<file path="config.mk">
export PLATFORM = sky130hd
export DESIGN_NAME = pid_controller_anti_windup_core
export DESIGN_NICKNAME = d
export VERILOG_FILES = /design/src/hw/rtl/pidaw_pkg.sv /design/src/hw/rtl/pid_controller_anti_windup_core.sv
export SDC_FILE = /design/constraint.sdc
export NUM_CORES = 2
export LEC_CHECK = 0
export BUFFER_PORTS_ARGS = -buffer_cell sky130_fd_sc_hd__buf_2
export CORE_ASPECT_RATIO = 1.4
export CORE_MARGIN = 3
export CORE_UTILIZATION = 65
export CTS_CLUSTER_SIZE = 40
export DETAILED_ROUTE_END_ITERATION = 8
export HOLD_SLACK_MARGIN = 0.06
export PLACE_DENSITY = 0.85
export SETUP_SLACK_MARGIN = 0.15
export SYNTH_ARGS = -nofsm -noshare
export SYNTH_HDL_FRONTEND = slang
export SYNTH_SLANG_ARGS = --single-unit
</file>
<file path="constraint.sdc">
create_clock -name i_clk -period 11.1 [get_ports i_clk]
set_input_delay 1.665 -clock i_clk [delete_from_list [all_inputs] [get_ports i_clk]]
set_output_delay 1.665 -clock i_clk [all_outputs]
set_load 0.02 [all_outputs]
</file>
<file path="src/hw/rtl/pidaw_pkg.sv">
package pidaw_pkg;

    typedef struct packed {
        logic signed [15:0] process_value;
        logic        [15:0] elapsed_ms;
    } t_in_beat;

    typedef struct packed {
        logic signed [15:0] control_value;
        logic        [7:0]  drive_byte;
    } t_out_beat;

    typedef enum logic [2:0] {
        CFG_SET_POINT   = 3'd0,
        CFG_GAIN_P      = 3'd1,
        CFG_GAIN_I      = 3'd2,
        CFG_GAIN_D      = 3'd3,
        CFG_INT_UPPER   = 3'd4,
        CFG_INT_LOWER   = 3'd5,
        CFG_OUT_UPPER   = 3'd6,
        CFG_OUT_LOWER   = 3'd7
    } t_cfg_idx;

    typedef enum logic [2:0] {
        ST_IDLE,
        ST_INTEG,
        ST_MULD,
        ST_DIV,
        ST_MULP,
        ST_MULI,
        ST_FINISH,
        ST_OUT
    } t_state;

    localparam int DivW = 58;

endpackage

</file>
<file path="src/hw/rtl/pid_controller_anti_windup_core.sv">
// From an input beat to o_valid the core steps through the integral multiply, the
// derivative multiply, the divide (skipped for zero elapsed_ms), the P multiply and the
// I multiply, one multiplier or quotient bit at a time, then the finish state.
// A new sample is taken only in ST_IDLE, once the previous result has been taken; output stalls hold ST_OUT.
// Reset (i_rst_n low, synchronous): registers take their reset values,
// integral and previous error clear, output idle.
module pid_controller_anti_windup_core
    import pidaw_pkg::*;
(
    input  logic             i_clk,
    input  logic             i_rst_n,
    input  logic             i_valid,
    output logic             o_stall,
    input  t_in_beat         i_data,
    output logic             o_valid,
    input  logic             i_stall,
    output t_out_beat        o_data,
    input  logic             i_cfg_we,
    input  logic [2:0]       i_cfg_idx,
    input  logic [39:0]      i_cfg_data
);

    // configuration registers
    logic signed [15:0] r_sp, r_kp, r_ki, r_kd, r_ou, r_ol;
    logic signed [39:0] r_iu, r_il;

    always_ff @(posedge i_clk) begin
        if (!i_rst_n) begin
            r_sp <= '0; r_kp <= '0; r_ki <= '0; r_kd <= '0;
            r_iu <= '0; r_il <= '0; r_ou <= 16'sd102; r_ol <= '0;
        end else if (i_cfg_we) begin
            unique case (t_cfg_idx'(i_cfg_idx))
                CFG_SET_POINT: r_sp <= i_cfg_data[15:0];
                CFG_GAIN_P:    r_kp <= i_cfg_data[15:0];
                CFG_GAIN_I:    r_ki <= i_cfg_data[15:0];
                CFG_GAIN_D:    r_kd <= i_cfg_data[15:0];
                CFG_INT_UPPER: r_iu <= i_cfg_data;
                CFG_INT_LOWER: r_il <= i_cfg_data;
                CFG_OUT_UPPER: r_ou <= i_cfg_data[15:0];
                CFG_OUT_LOWER: r_ol <= i_cfg_data[15:0];
                default: ;
            endcase
        end
    end

    t_state r_st, n_st;
    logic signed [39:0] r_isum;
    logic signed [16:0] r_perr, r_err;
    logic        [15:0] r_ms;
    logic        [6:0]  r_cnt;
    // shift-add multiplier: multiplicand (signed, wide), multiplier shifted out lsb first
    logic signed [57:0] r_mcand;
    logic        [39:0] r_mplier;
    logic signed [57:0] r_acc;
    logic               r_mneg;
    // divider
    logic        [57:0] r_quo;
    logic        [16:0] r_rem;
    logic               r_dneg;
    logic signed [59:0] r_sum;
    t_out_beat          r_out;

    logic signed [17:0] w_de;
    logic signed [40:0] w_s;
    logic        [16:0] w_rtry;
    logic signed [57:0] w_addend;
    logic               w_done_mul;

    assign w_de = 18'(r_err) - 18'(r_perr);
    assign w_s  = 41'(r_isum) + 41'(r_acc);
    assign w_rtry = {r_rem[15:0], r_quo[57]} - {1'b0, r_ms};
    assign w_addend = r_mplier[0] ? r_mcand : 58'sd0;
    assign w_done_mul = (r_cnt == 7'd0);

    // next state
    always_comb begin
        n_st = r_st;
        unique case (r_st)
            ST_IDLE:   if (i_valid) n_st = ST_INTEG;
            ST_INTEG:  if (w_done_mul) n_st = ST_MULD;
            ST_MULD:   if (w_done_mul) n_st = (r_ms == '0) ? ST_MULP : ST_DIV;
            ST_DIV:    if (w_done_mul) n_st = ST_MULP;
            ST_MULP:   if (w_done_mul) n_st = ST_MULI;
            ST_MULI:   if (w_done_mul) n_st = ST_FINISH;
            ST_FINISH: n_st = ST_OUT;
            ST_OUT:    if (!i_stall) n_st = ST_IDLE;
            default:   n_st = ST_IDLE;
        endcase
    end

    // outputs
    always_comb begin
        o_stall = (r_st != ST_IDLE);
        o_valid = (r_st == ST_OUT);
        o_data  = r_out;
    end

    // final rounding and clamp of the summed terms
    logic signed [59:0] w_fsum;
    logic signed [59:0] w_up, w_lo;
    logic        [59:0] w_mag;
    logic signed [47:0] w_rnd;
    logic signed [15:0] w_ctl;
    logic        [17:0] w_drv;
    always_comb begin
        w_fsum = r_sum;
        w_up   = {{32{r_ou[15]}}, r_ou, 12'd0};
        w_lo   = {{32{r_ol[15]}}, r_ol, 12'd0};
        w_mag  = w_fsum[59] ? 60'(-w_fsum) : 60'(w_fsum);
        w_rnd  = 48'((w_mag + 60'd2048) >> 12);
        if (w_fsum > w_up)      w_ctl = r_ou;
        else if (w_fsum < w_lo) w_ctl = r_ol;
        else                    w_ctl = w_fsum[59] ? 16'(-w_rnd) : 16'(w_rnd);
        w_drv = 18'(({{2{w_ctl[15]}}, w_ctl} <<< 2) + {{2{w_ctl[15]}}, w_ctl} + 18'sd1) >>> 1;
    end

    // datapath sequencing
    always_ff @(posedge i_clk) begin
        if (!i_rst_n) begin
            r_st <= ST_IDLE;
            r_isum <= '0;
            r_perr <= '0;
        end else begin
            r_st <= n_st;
            unique case (r_st)
                ST_IDLE: if (i_valid) begin
                    r_err  <= 17'(r_sp) - 17'(i_data.process_value);
                    r_ms   <= i_data.elapsed_ms;
                    r_mcand <= 58'(17'(r_sp) - 17'(i_data.process_value));
                    r_mplier <= 40'(i_data.elapsed_ms);
                    r_acc  <= '0;
                    r_cnt  <= 7'd15;
                    r_mneg <= 1'b0;
                end
                ST_INTEG: begin
                    r_acc <= r_acc + w_addend;
                    r_mcand <= r_mcand <<< 1;
                    r_mplier <= r_mplier >> 1;
                    r_cnt <= r_cnt - 7'd1;
                    if (w_done_mul) begin
                        if (w_s + 41'(w_addend) > 41'(r_iu)) r_isum <= r_iu;
                        else if (w_s + 41'(w_addend) < 41'(r_il)) r_isum <= r_il;
                        else r_isum <= 40'(w_s + 41'(w_addend));
                        // derivative numerator: kd*1000 (as 1024-16-8) times |de|
                        r_mcand <= (58'(r_kd) <<< 10) - (58'(r_kd) <<< 4)
                                 - (58'(r_kd) <<< 3);
                        r_mplier <= 40'(w_de[17] ? -w_de : w_de);
                        r_mneg  <= w_de[17];
                        r_acc   <= '0;
                        r_cnt   <= 7'd17;
                    end
                end
                ST_MULD: begin
                    r_acc <= r_acc + w_addend;
                    r_mcand <= r_mcand <<< 1;
                    r_mplier <= r_mplier >> 1;
                    r_cnt <= r_cnt - 7'd1;
                    if (w_done_mul) begin
                        // (2|num|+ms)/(2ms) equals (|num| + floor(ms/2))/ms
                        r_sum <= '0;
                        r_dneg <= ((r_acc + w_addend) < 0) ^ r_mneg;
                        r_quo <= 58'((((r_acc + w_addend) < 0) ? -(r_acc + w_addend)
                                     : (r_acc + w_addend)) + 58'(r_ms >> 1));
                        r_rem <= '0;
                        r_cnt <= 7'(DivW - 1);
                    end
                end
                ST_DIV: begin
                    // restoring divide by ms, half of ms pre-added for rounding
                    r_rem <= w_rtry[16] ? {r_rem[15:0], r_quo[57]} : w_rtry;
                    r_quo <= {r_quo[56:0], ~w_rtry[16]};
                    r_cnt <= r_cnt - 7'd1;
                    if (w_done_mul) begin
                        r_sum <= r_dneg ? -60'({r_quo[56:0], ~w_rtry[16]})
                                        : 60'({r_quo[56:0], ~w_rtry[16]});
                    end
                end
                default: ;
            endcase
            if ((r_st == ST_MULD && w_done_mul && r_ms == '0) ||
                (r_st == ST_DIV && w_done_mul)) begin
                r_mcand <= 58'(r_kp);
                r_mplier <= 40'(r_err[16] ? -r_err : r_err);
                r_mneg <= r_err[16];
                r_acc <= '0;
                r_cnt <= 7'd17;
                if (r_st == ST_MULD) r_sum <= '0;
            end
            if (r_st == ST_MULP) begin
                r_acc <= r_acc + w_addend;
                r_mcand <= r_mcand <<< 1;
                r_mplier <= r_mplier >> 1;
                r_cnt <= r_cnt - 7'd1;
                if (w_done_mul) begin
                    r_sum <= r_sum + (r_mneg ? -60'(r_acc + w_addend) : 60'(r_acc + w_addend));
                    r_mcand <= 58'(r_ki);
                    r_mplier <= r_isum[39] ? 40'(-r_isum) : r_isum;
                    r_mneg <= r_isum[39];
                    r_acc <= '0;
                    r_cnt <= 7'd40;
                end
            end
            if (r_st == ST_MULI) begin
                r_acc <= r_acc + w_addend;
                r_mcand <= r_mcand <<< 1;
                r_mplier <= r_mplier >> 1;
                r_cnt <= r_cnt - 7'd1;
                if (w_done_mul)
                    r_sum <= r_sum + (r_mneg ? -60'(r_acc + w_addend) : 60'(r_acc + w_addend));
            end
            if (r_st == ST_FINISH) begin
                r_perr <= r_err;
                r_out.control_value <= w_ctl;
                r_out.drive_byte <= (w_ctl <= 0) ? 8'd0
                                  : (w_drv > 18'd255) ? 8'd255 : w_drv[7:0];
            end
        end
    end

    // an output beat only follows a completed computation
    assert property (@(posedge i_clk) disable iff (!i_rst_n)
        $rose(o_valid) |-> $past(r_st) == ST_FINISH) else $error("beat without finish");
    assert property (@(posedge i_clk) disable iff (!i_rst_n)
        o_valid |-> o_stall) else $error("input taken while result pending");
    assert property (@(posedge i_clk) disable iff (!i_rst_n)
        (r_st == ST_FINISH) |=> r_perr == $past(r_err)) else $error("prev error not updated");

endmodule
</file>
# Yosys cells after proc, flatten, opt, wreduce, memory -nomap -nowiden
# Cells that the tools add are included.
dict set report word_totals {
  reg_bits 592
  in_bits 80
  output_inout_bits 26
  elab_cells 181
}
dict set report op_classes {
  addsub 25
  n_lt_le_gt_ge 7
  n_eq_ne 22
  n_mux 71
  n_bitwise 2
  n_reduce_logical 28
}
# op n
set op_table {}
lappend op_table {{2-to-1 mux 58 bit} 14}
lappend op_table {{2-to-1 mux 60 bit} 10}
lappend op_table {{2-to-1 mux 40 bit} 10}
lappend op_table {{case mux 58 bit (3 select lines)} 2}
lappend op_table {{case mux 40 bit (3 select lines)} 1}
lappend op_table {{case mux 60 bit (2 select lines)} 1}
lappend op_table {{adder 58 bit} 2}
lappend op_table {{case mux 58 bit (2 select lines)} 1}
lappend op_table {{2-to-1 mux 16 bit} 5}
lappend op_table {{adder 60 bit} 1}
lappend op_table {{> comparator 60 x 28 -> 1 bit} 1}
lappend op_table {{< comparator 60 x 28 -> 1 bit} 1}
lappend op_table {{negator 58 -> 60 bit} 1}
lappend op_table {{negator 60 bit} 1}
lappend op_table {{adder 58 x 58 -> 59 bit} 1}
lappend op_table {{adder 58 x 15 -> 58 bit} 1}
lappend op_table {{< comparator 58 x 1 -> 1 bit, second input constant} 1}
lappend op_table {{negator 58 bit} 1}
lappend op_table {{2-to-1 mux 7 bit} 7}
lappend op_table {{adder 40 x 41 -> 41 bit} 1}
lappend op_table {{adder 41 bit} 1}
lappend op_table {{> comparator 41 x 40 -> 1 bit} 1}
lappend op_table {{< comparator 41 x 40 -> 1 bit} 1}
lappend op_table {{negator 17 -> 40 bit} 1}
lappend op_table {{43 further kinds} 88}

# Logic depth before layout (Yosys ltp)
dict set report depth {
  ltp_word 12
  ltp_mapped 39
  ltp_nobuf 33
}

# Worst setup path after synthesis
# Ideal clock, no wire load.
dict set report synth_path {
  path_kind {register to register}
  from {register r_mplier[0]}
  to {register r_quo[39] (data pin)}
  setup_ps 152
  arrival_ps 8192
  t_required_ps 10948
  slack_ps 2757
  path_stages_with_launch 39
  n_path_buf 10
  synth_period_minus_slack_ps 8343
  cell_sequence {edfxtp_1 clkbuf_1 clkbuf_1 and2_1 ha_1 clkbuf_1 a21oi_1 o21ai_1 or3_1 a31oi_1 o221a_2 o221ai_1 a211oi_1 or3_1 clkbuf_1 buf_2 buf_1 clkbuf_1 (+3 left out) xnor2_1 ha_1 a21oi_1 o21bai_1 a21oi_1 o21bai_1 a211oi_1 o21a_1 o41ai_1 a311oi_1 a21o_1 nand3b_1 nor4_1 and2_1 buf_2 a21oi_1 or3_1 a31oi_1}
}
dict set report synth_via {
  elab_chain_len 7
  elab_cells_between_ends 9
  classes_between {add/sub (4); order compare (1); mux (4)}
}
# element line
set synth_lines {}
lappend synth_lines {{start: declaration} pid_controller_anti_windup_core.sv:53} ;# logic [39:0] r_mplier;
lappend synth_lines {{start signal: assignment} pid_controller_anti_windup_core.sv:130} ;# r_mplier <= 40'(i_data.elapsed_ms);
lappend synth_lines {{start signal: assignment} pid_controller_anti_windup_core.sv:138} ;# r_mplier <= r_mplier >> 1;
lappend synth_lines {{start signal: assignment} pid_controller_anti_windup_core.sv:147} ;# r_mplier <= 40'(w_de[17] ? -w_de : w_de);
lappend synth_lines {{2-to-1 mux 58 bit *} pid_controller_anti_windup_core.sv:72} ;# assign w_addend = r_mplier[0] ? r_mcand : 58'sd0;
lappend synth_lines {{adder 58 bit (on tied branches)} {pid_controller_anti_windup_core.sv:162, pid_controller_anti_windup_core.sv:163}}
lappend synth_lines {{negator 58 bit or < comparator 58 x 1 -> 1 bit (tied branches)} pid_controller_anti_windup_core.sv:162} ;# r_quo <= 58'((((r_acc + w_addend) < 0) ? -(r_acc + w_addend)
lappend synth_lines {{2-to-1 mux 58 bit *} pid_controller_anti_windup_core.sv:162}
lappend synth_lines {{adder 58 x 15 -> 58 bit *} pid_controller_anti_windup_core.sv:163} ;# : (r_acc + w_addend)) + 58'(r_ms >> 1));
lappend synth_lines {{2-to-1 mux 58 bit *} pid_controller_anti_windup_core.sv:158} ;# if (w_done_mul) begin
lappend synth_lines {{case mux 58 bit (2 select lines) *} pid_controller_anti_windup_core.sv:125} ;# unique case (r_st)
lappend synth_lines {{end signal: assignment} pid_controller_anti_windup_core.sv:162}
lappend synth_lines {{end signal: assignment} pid_controller_anti_windup_core.sv:171} ;# r_quo <= {r_quo[56:0], ~w_rtry[16]};
lappend synth_lines {{end: declaration} pid_controller_anti_windup_core.sv:57} ;# logic [57:0] r_quo;
# Mark *: on every way between the ends. The rest lies on a longest branch, timed or not. The select of a mux whose other input is x is not followed.
# A chain may end at the register's enable or synchronous reset.

# Worst setup path in the final report
dict set report layout_path {
  from {register r_mplier[0]}
  to {register r_sum[58] (data pin)}
}
dict set report layout_via {
  elab_chain_len 9
}
# element line
set layout_lines {}
lappend layout_lines {{2-to-1 mux 58 bit *} pid_controller_anti_windup_core.sv:72}
lappend layout_lines {{adder 58 x 58 -> 59 bit *} {pid_controller_anti_windup_core.sv:195, pid_controller_anti_windup_core.sv:209}}
lappend layout_lines {{negator 60 bit} {pid_controller_anti_windup_core.sv:195, pid_controller_anti_windup_core.sv:209}}
lappend layout_lines {{2-to-1 mux 60 bit *} {pid_controller_anti_windup_core.sv:195, pid_controller_anti_windup_core.sv:209}}
lappend layout_lines {{adder 60 bit *} {pid_controller_anti_windup_core.sv:195, pid_controller_anti_windup_core.sv:209}}
lappend layout_lines {{2-to-1 mux 60 bit} pid_controller_anti_windup_core.sv:194} ;# if (w_done_mul) begin
lappend layout_lines {{2-to-1 mux 60 bit} pid_controller_anti_windup_core.sv:189} ;# if (r_st == ST_MULP) begin
lappend layout_lines {{2-to-1 mux 60 bit} pid_controller_anti_windup_core.sv:208} ;# if (w_done_mul)
lappend layout_lines {{2-to-1 mux 60 bit *} pid_controller_anti_windup_core.sv:203} ;# if (r_st == ST_MULI) begin
lappend layout_lines {{end signal: assignment} pid_controller_anti_windup_core.sv:174} ;# r_sum <= r_dneg ? -60'({r_quo[56:0], ~w_rtry[16]})
lappend layout_lines {{end signal: assignment} pid_controller_anti_windup_core.sv:195} ;# r_sum <= r_sum + (r_mneg ? -60'(r_acc + w_addend) : 60'(r_acc + w_addend));
lappend layout_lines {{end signal: assignment} pid_controller_anti_windup_core.sv:209} ;# r_sum <= r_sum + (r_mneg ? -60'(r_acc + w_addend) : 60'(r_acc + w_addend));
lappend layout_lines {{end: declaration} pid_controller_anti_windup_core.sv:60} ;# logic signed [59:0] r_sum;
# Mark *: on every way between the ends. The rest lies on a longest branch, timed or not.

==> impl_results.rst <==
.. list-table::
   :header-rows: 1

   * - Metric
     - Value
   * - Result of the run
     - finished clean
   * - Final critical delay including setup and external delays
     - 8.982 ns
   * - FFs w/ async S/R, synth
     - 0
   * - Filler Cells Inserted
     - 6437
   * - Cell Rows
     - 123
   * - Hold path startpoint
     - r_ou[13]$_SDFFE_PN0P_
   * - Register bit count reported by yosys
     - about 590
   * - Setup fix buffers added after clock tree synthesis
     - 0
   * - Design internal power
     - 6.198 mW
   * - Category of the critical setup timing path
     - flop to flop
   * - Post-Syn Nets
     - 7002
   * - Top fanout value on the critical path
     - between 50 and 60
   * - Syn-to-layout area delta
     - 6.220%
   * - Starting density of the core
     - 0.6591
   * - Gate count of the mapped netlist
     - 6411
   * - Cell types occupying the most area after synthesis
     - sky130_fd_sc_hd__edfxtp_1, sky130_fd_sc_hd__ha_1, sky130_fd_sc_hd__dfxtp_1
   * - Clock tree skew after final layout
     - 0.06253 ns
   * - Clock buffers created by TritonCTS
     - 60
   * - Placed standard-cell area
     - 54370 um^2
   * - CTS Root Buffer Type
     - sky130_fd_sc_hd__clkbuf_16
   * - Count of input and output buffers
     - approximately 110
   * - Wire length per cell after detailed routing
     - 21.46 um
   * - Number of buffers on the longest clock path
     - 3
   * - Top cells by instance count after synthesis
     - sky130_fd_sc_hd__nand2_1, sky130_fd_sc_hd__ha_1, sky130_fd_sc_hd__nor2_1, sky130_fd_sc_hd__a21oi_1, sky130_fd_sc_hd__edfxtp_1
   * - Avg Vias per Cell
     - 6.589
   * - Most common cell in the synthesized netlist
     - sky130_fd_sc_hd__nand2_1
   * - Placer's final routability congestion estimate
     - 0.9980
   * - Initial antenna violation count
     - 3
   * - DRC violation count after routing
     - 0
   * - Final setup vio count
     - 0
   * - Yosys top cell by area
     - sky130_fd_sc_hd__edfxtp_1
   * - Die Outline Area
     - around 85000 um^2
   * - 1st-pass router iterations
     - 9
   * - Clock power share
     - 0.197
   * - Maximum number of pins on one net before global-route repair
     - 103
   * - Post-CTS Hold Buffers
     - 0
   * - Global route total overflow
     - 0
   * - Post-route ant nets
     - 0
   * - Sort of element at the end of the critical path
     - flop
   * - Max Transition Viols Final
     - 0
   * - Gate power share
     - 0.548
   * - Share of cells above drive strength 1
     - 0.06437
   * - Path depth of the worst reg2reg path
     - 33
   * - Number of warnings reported in the yosys synthesis log
     - 0
   * - Final worst hold slack
     - 0.4661 ns
   * - Min-Delay Path Depth
     - 2
   * - Detailed router's first-iteration violation count
     - 4940
   * - Actual transition at the worst max-transition pin
     - 1.274 ns
   * - Net switching share of the total power
     - 0.4313
   * - Number of I/O pins
     - 106
   * - Number of vias in the routed layout
     - 49100
   * - Overall global routing resource usage
     - 0.3686
   * - EDFF count, synth
     - 356
   * - Leakage
     - 21.73 nW
   * - Area fraction of the dominant cell type after synthesis
     - 0.2011
   * - Startpoint of the worst register-to-register path
     - r_mplier[0]$_DFFE_PP_
   * - Number of violations of the max-capacitance limit
     - 0
   * - Slew Limit Headroom
     - 0.1475
   * - Final standard cell area without fillers
     - 56460 um^2
   * - Wire length reported by the detailed router
     - 159.9 mm
   * - Fmax
     - 111.3 MHz
   * - Number of failing hold endpoints at the final stage
     - 0
   * - Setup repair after global routing missed its margin
     - no
   * - Synth Flop Type
     - sky130_fd_sc_hd__edfxtp_1
   * - Critical Path Start Type
     - flop
   * - First-pass GRT wire length
     - 250.8 mm
   * - Seq/Total Area, Yosys
     - 0.2900
   * - Width of the die
     - 247.7 um
   * - Pwr/cell area
     - between 150 and 200 nW/um^2
   * - Critical register-to-register path endpoint
     - r_sum[58]$_DFFE_PP_
   * - Core Region
     - 80640 um^2
   * - CTS HTree Levels
     - 2
   * - FF-to-FF setup slack
     - 2.12 ns
   * - Mean instance size in the synthesized netlist
     - 8.290 um^2
   * - Number of nets at the end of the flow
     - 6925
   * - Die outline height
     - 344.3 um
   * - Setup TNS after final layout
     - 0 ns
   * - Data arrival at the endpoint of the critical path
     - slightly above 9 ns
   * - Part of the cycle the worst path needs
     - 0.8092
   * - Number of global-route vias before repair
     - 47060
   * - Worst voltage drop across the vdd grid
     - 0.0002524 V
   * - Worst path slowest cell
     - sky130_fd_sc_hd__nor4_2
   * - Number of distinct library cell variants in the gate-level netlist after synthesis
     - ~110
   * - Sequential group share of total power
     - 0.255
   * - Hold Crit Endpoint
     - r_ou[13]$_SDFFE_PN0P_
   * - Delay of the slowest cell on the worst path
     - around 0.72 ns
   * - Clock tree sinks
     - about 590
   * - Sw power
     - about 4.7 mW
   * - Clock network latency to the later pin of the worst-skew pair
     - 0.70 ns
   * - Post-cts repair resize count
     - 0
   * - CTS tree
     - built
   * - Post-synthesis instance area
     - 53150 um^2
   * - Kind of path behind the tightest hold check
     - flop to flop
   * - CP required
     - ~11 ns
   * - Sum of net half-perimeters after detailed placement
     - 122.0 mm
   * - Clock slew at reported path FFs
     - 0.07 ns
[cells by family (layout without fill, tap and decap cells)]
| logic type | count (synthesis) | in the layout | synth area share |
|---|---|---|---|
| and+or+nand+nor | 2169 | 2169 | 0.1931 |
| AOI/OAI and AO/OA | 1926 | 1926 | 0.2438 |
| buffers and inverters | 631 | 605 | 0.04631 |
| DFF | 592 | 592 | 0.2900 |
| adders and majority gates | 511 | 511 | 0.1282 |
| xor gates and xnor gates | 501 | 501 | 0.08298 |
| muxes | 81 | 81 | 0.01563 |
| other | 0 | 5 | 0 |
[layer usage]
| metal | part of all wire | wire (um) | GRT usage | up-vias |
|---|---|---|---|---|
| li1 | - | - | - | 23160 |
| met1 | 0.38 | 60720 | 0.4452 | 23010 |
| met2 | 0.46 | 73330 | 0.6063 | 2332 |
| met3 | 0.087 | 13990 | 0.06664 | 589 |
| met4 | 0.074 | 11840 | 0.2337 | 0 |
| met5 | 0 | 0 | 0 | - |
[placed cells by master (no fill, tap or decap), types with 178 or more instances in the layout]
cell,count
sky130_fd_sc_hd__a21boi_0,256
sky130_fd_sc_hd__a21oi_1,407
sky130_fd_sc_hd__dfxtp_1,236
sky130_fd_sc_hd__edfxtp_1,356
sky130_fd_sc_hd__ha_1,455
sky130_fd_sc_hd__inv_1,317
sky130_fd_sc_hd__nand2_1,897
sky130_fd_sc_hd__nor2_1,435
sky130_fd_sc_hd__o21ai_0,341
sky130_fd_sc_hd__xnor2_1,320
sky130_fd_sc_hd__xor2_1,178
[worst max path at each step]
stage	startpoint	to	cells after the start
floorplan	r_mplier[0]$_DFFE_PP_	r_quo[39]$_DFFE_PP_	38
global placement	r_mplier[0]$_DFFE_PP_	r_sum[58]$_DFFE_PP_	33
detailed placement	r_mplier[0]$_DFFE_PP_	r_sum[58]$_DFFE_PP_	33
CTS	r_mplier[0]$_DFFE_PP_	r_sum[58]$_DFFE_PP_	33
global route	r_mplier[0]$_DFFE_PP_	r_sum[58]$_DFFE_PP_	33
finish	r_mplier[0]$_DFFE_PP_	r_sum[58]$_DFFE_PP_	33
[worst max-delay path: cells and delay by family (launching register included)]
| kind | cells | cell delay (ns) |
|---|---|---|
| fa+ha+maj | 3 | 0.93 |
| flops | 1 | 0.33 |
| buf+inv | 3 | 0.66 |
| compound gates | 18 | 4.42 |
| xor+xnor | 3 | 0.63 |
| simple gates | 6 | 1.67 |
[state kept, by name (all words and copies together), names as in the netlist, 3 cells and up]
name,flops
r_quo,58
r_ms,16
r_ou,16
r_perr,17
r_mplier,40
r_ol,16
r_il,40
r_iu,40
r_st,3
r_ki,16
r_mcand,58
r_sum,60
r_sp,16
r_cnt,7
r_kp,16
o_data,24
r_acc,58
r_err,17
r_isum,40
r_rem,16
r_kd,16
[final cells by class]
class                   instances  area [um^2]  area share
diodes                          5        12.51   0.0002216
clock buffers                  75         1705     0.03021
clock inverters                38        369.1    0.006538
inverters                     318         1194     0.02114
multi-input cells            5188        35380      0.6267
flip-flops and latches        592        15410      0.2730
well taps                    1062         1329     0.02354
repair buffers                174         1052     0.01864
[power by group through the flow]
stage          Clock (mW)  Sequential [mW]  Combinational (mW)
3_3_place_gp            0             2.81                5.65
2_1_floorplan           0             2.75                4.55
6_report             2.15             2.78                5.97
4_1_cts              2.16             2.77                5.86
3_5_place_dp            0             2.81                5.80
5_1_grt              2.24             2.78                6.57
[stage by stage]
stage	utilization	instances	power [mW]	worst slack (ns)
2_1_floorplan	-	6411	7.296	2.757
6_report	0.7001	7452	10.90	2.118
3_3_place_gp	0.6742	7334	8.457	2.383
4_1_cts	0.6999	7447	10.78	2.214
3_5_place_dp	0.6742	7334	8.615	2.274
5_1_grt	0.6999	7447	11.60	1.574
(Power assumes the default switching activity.)
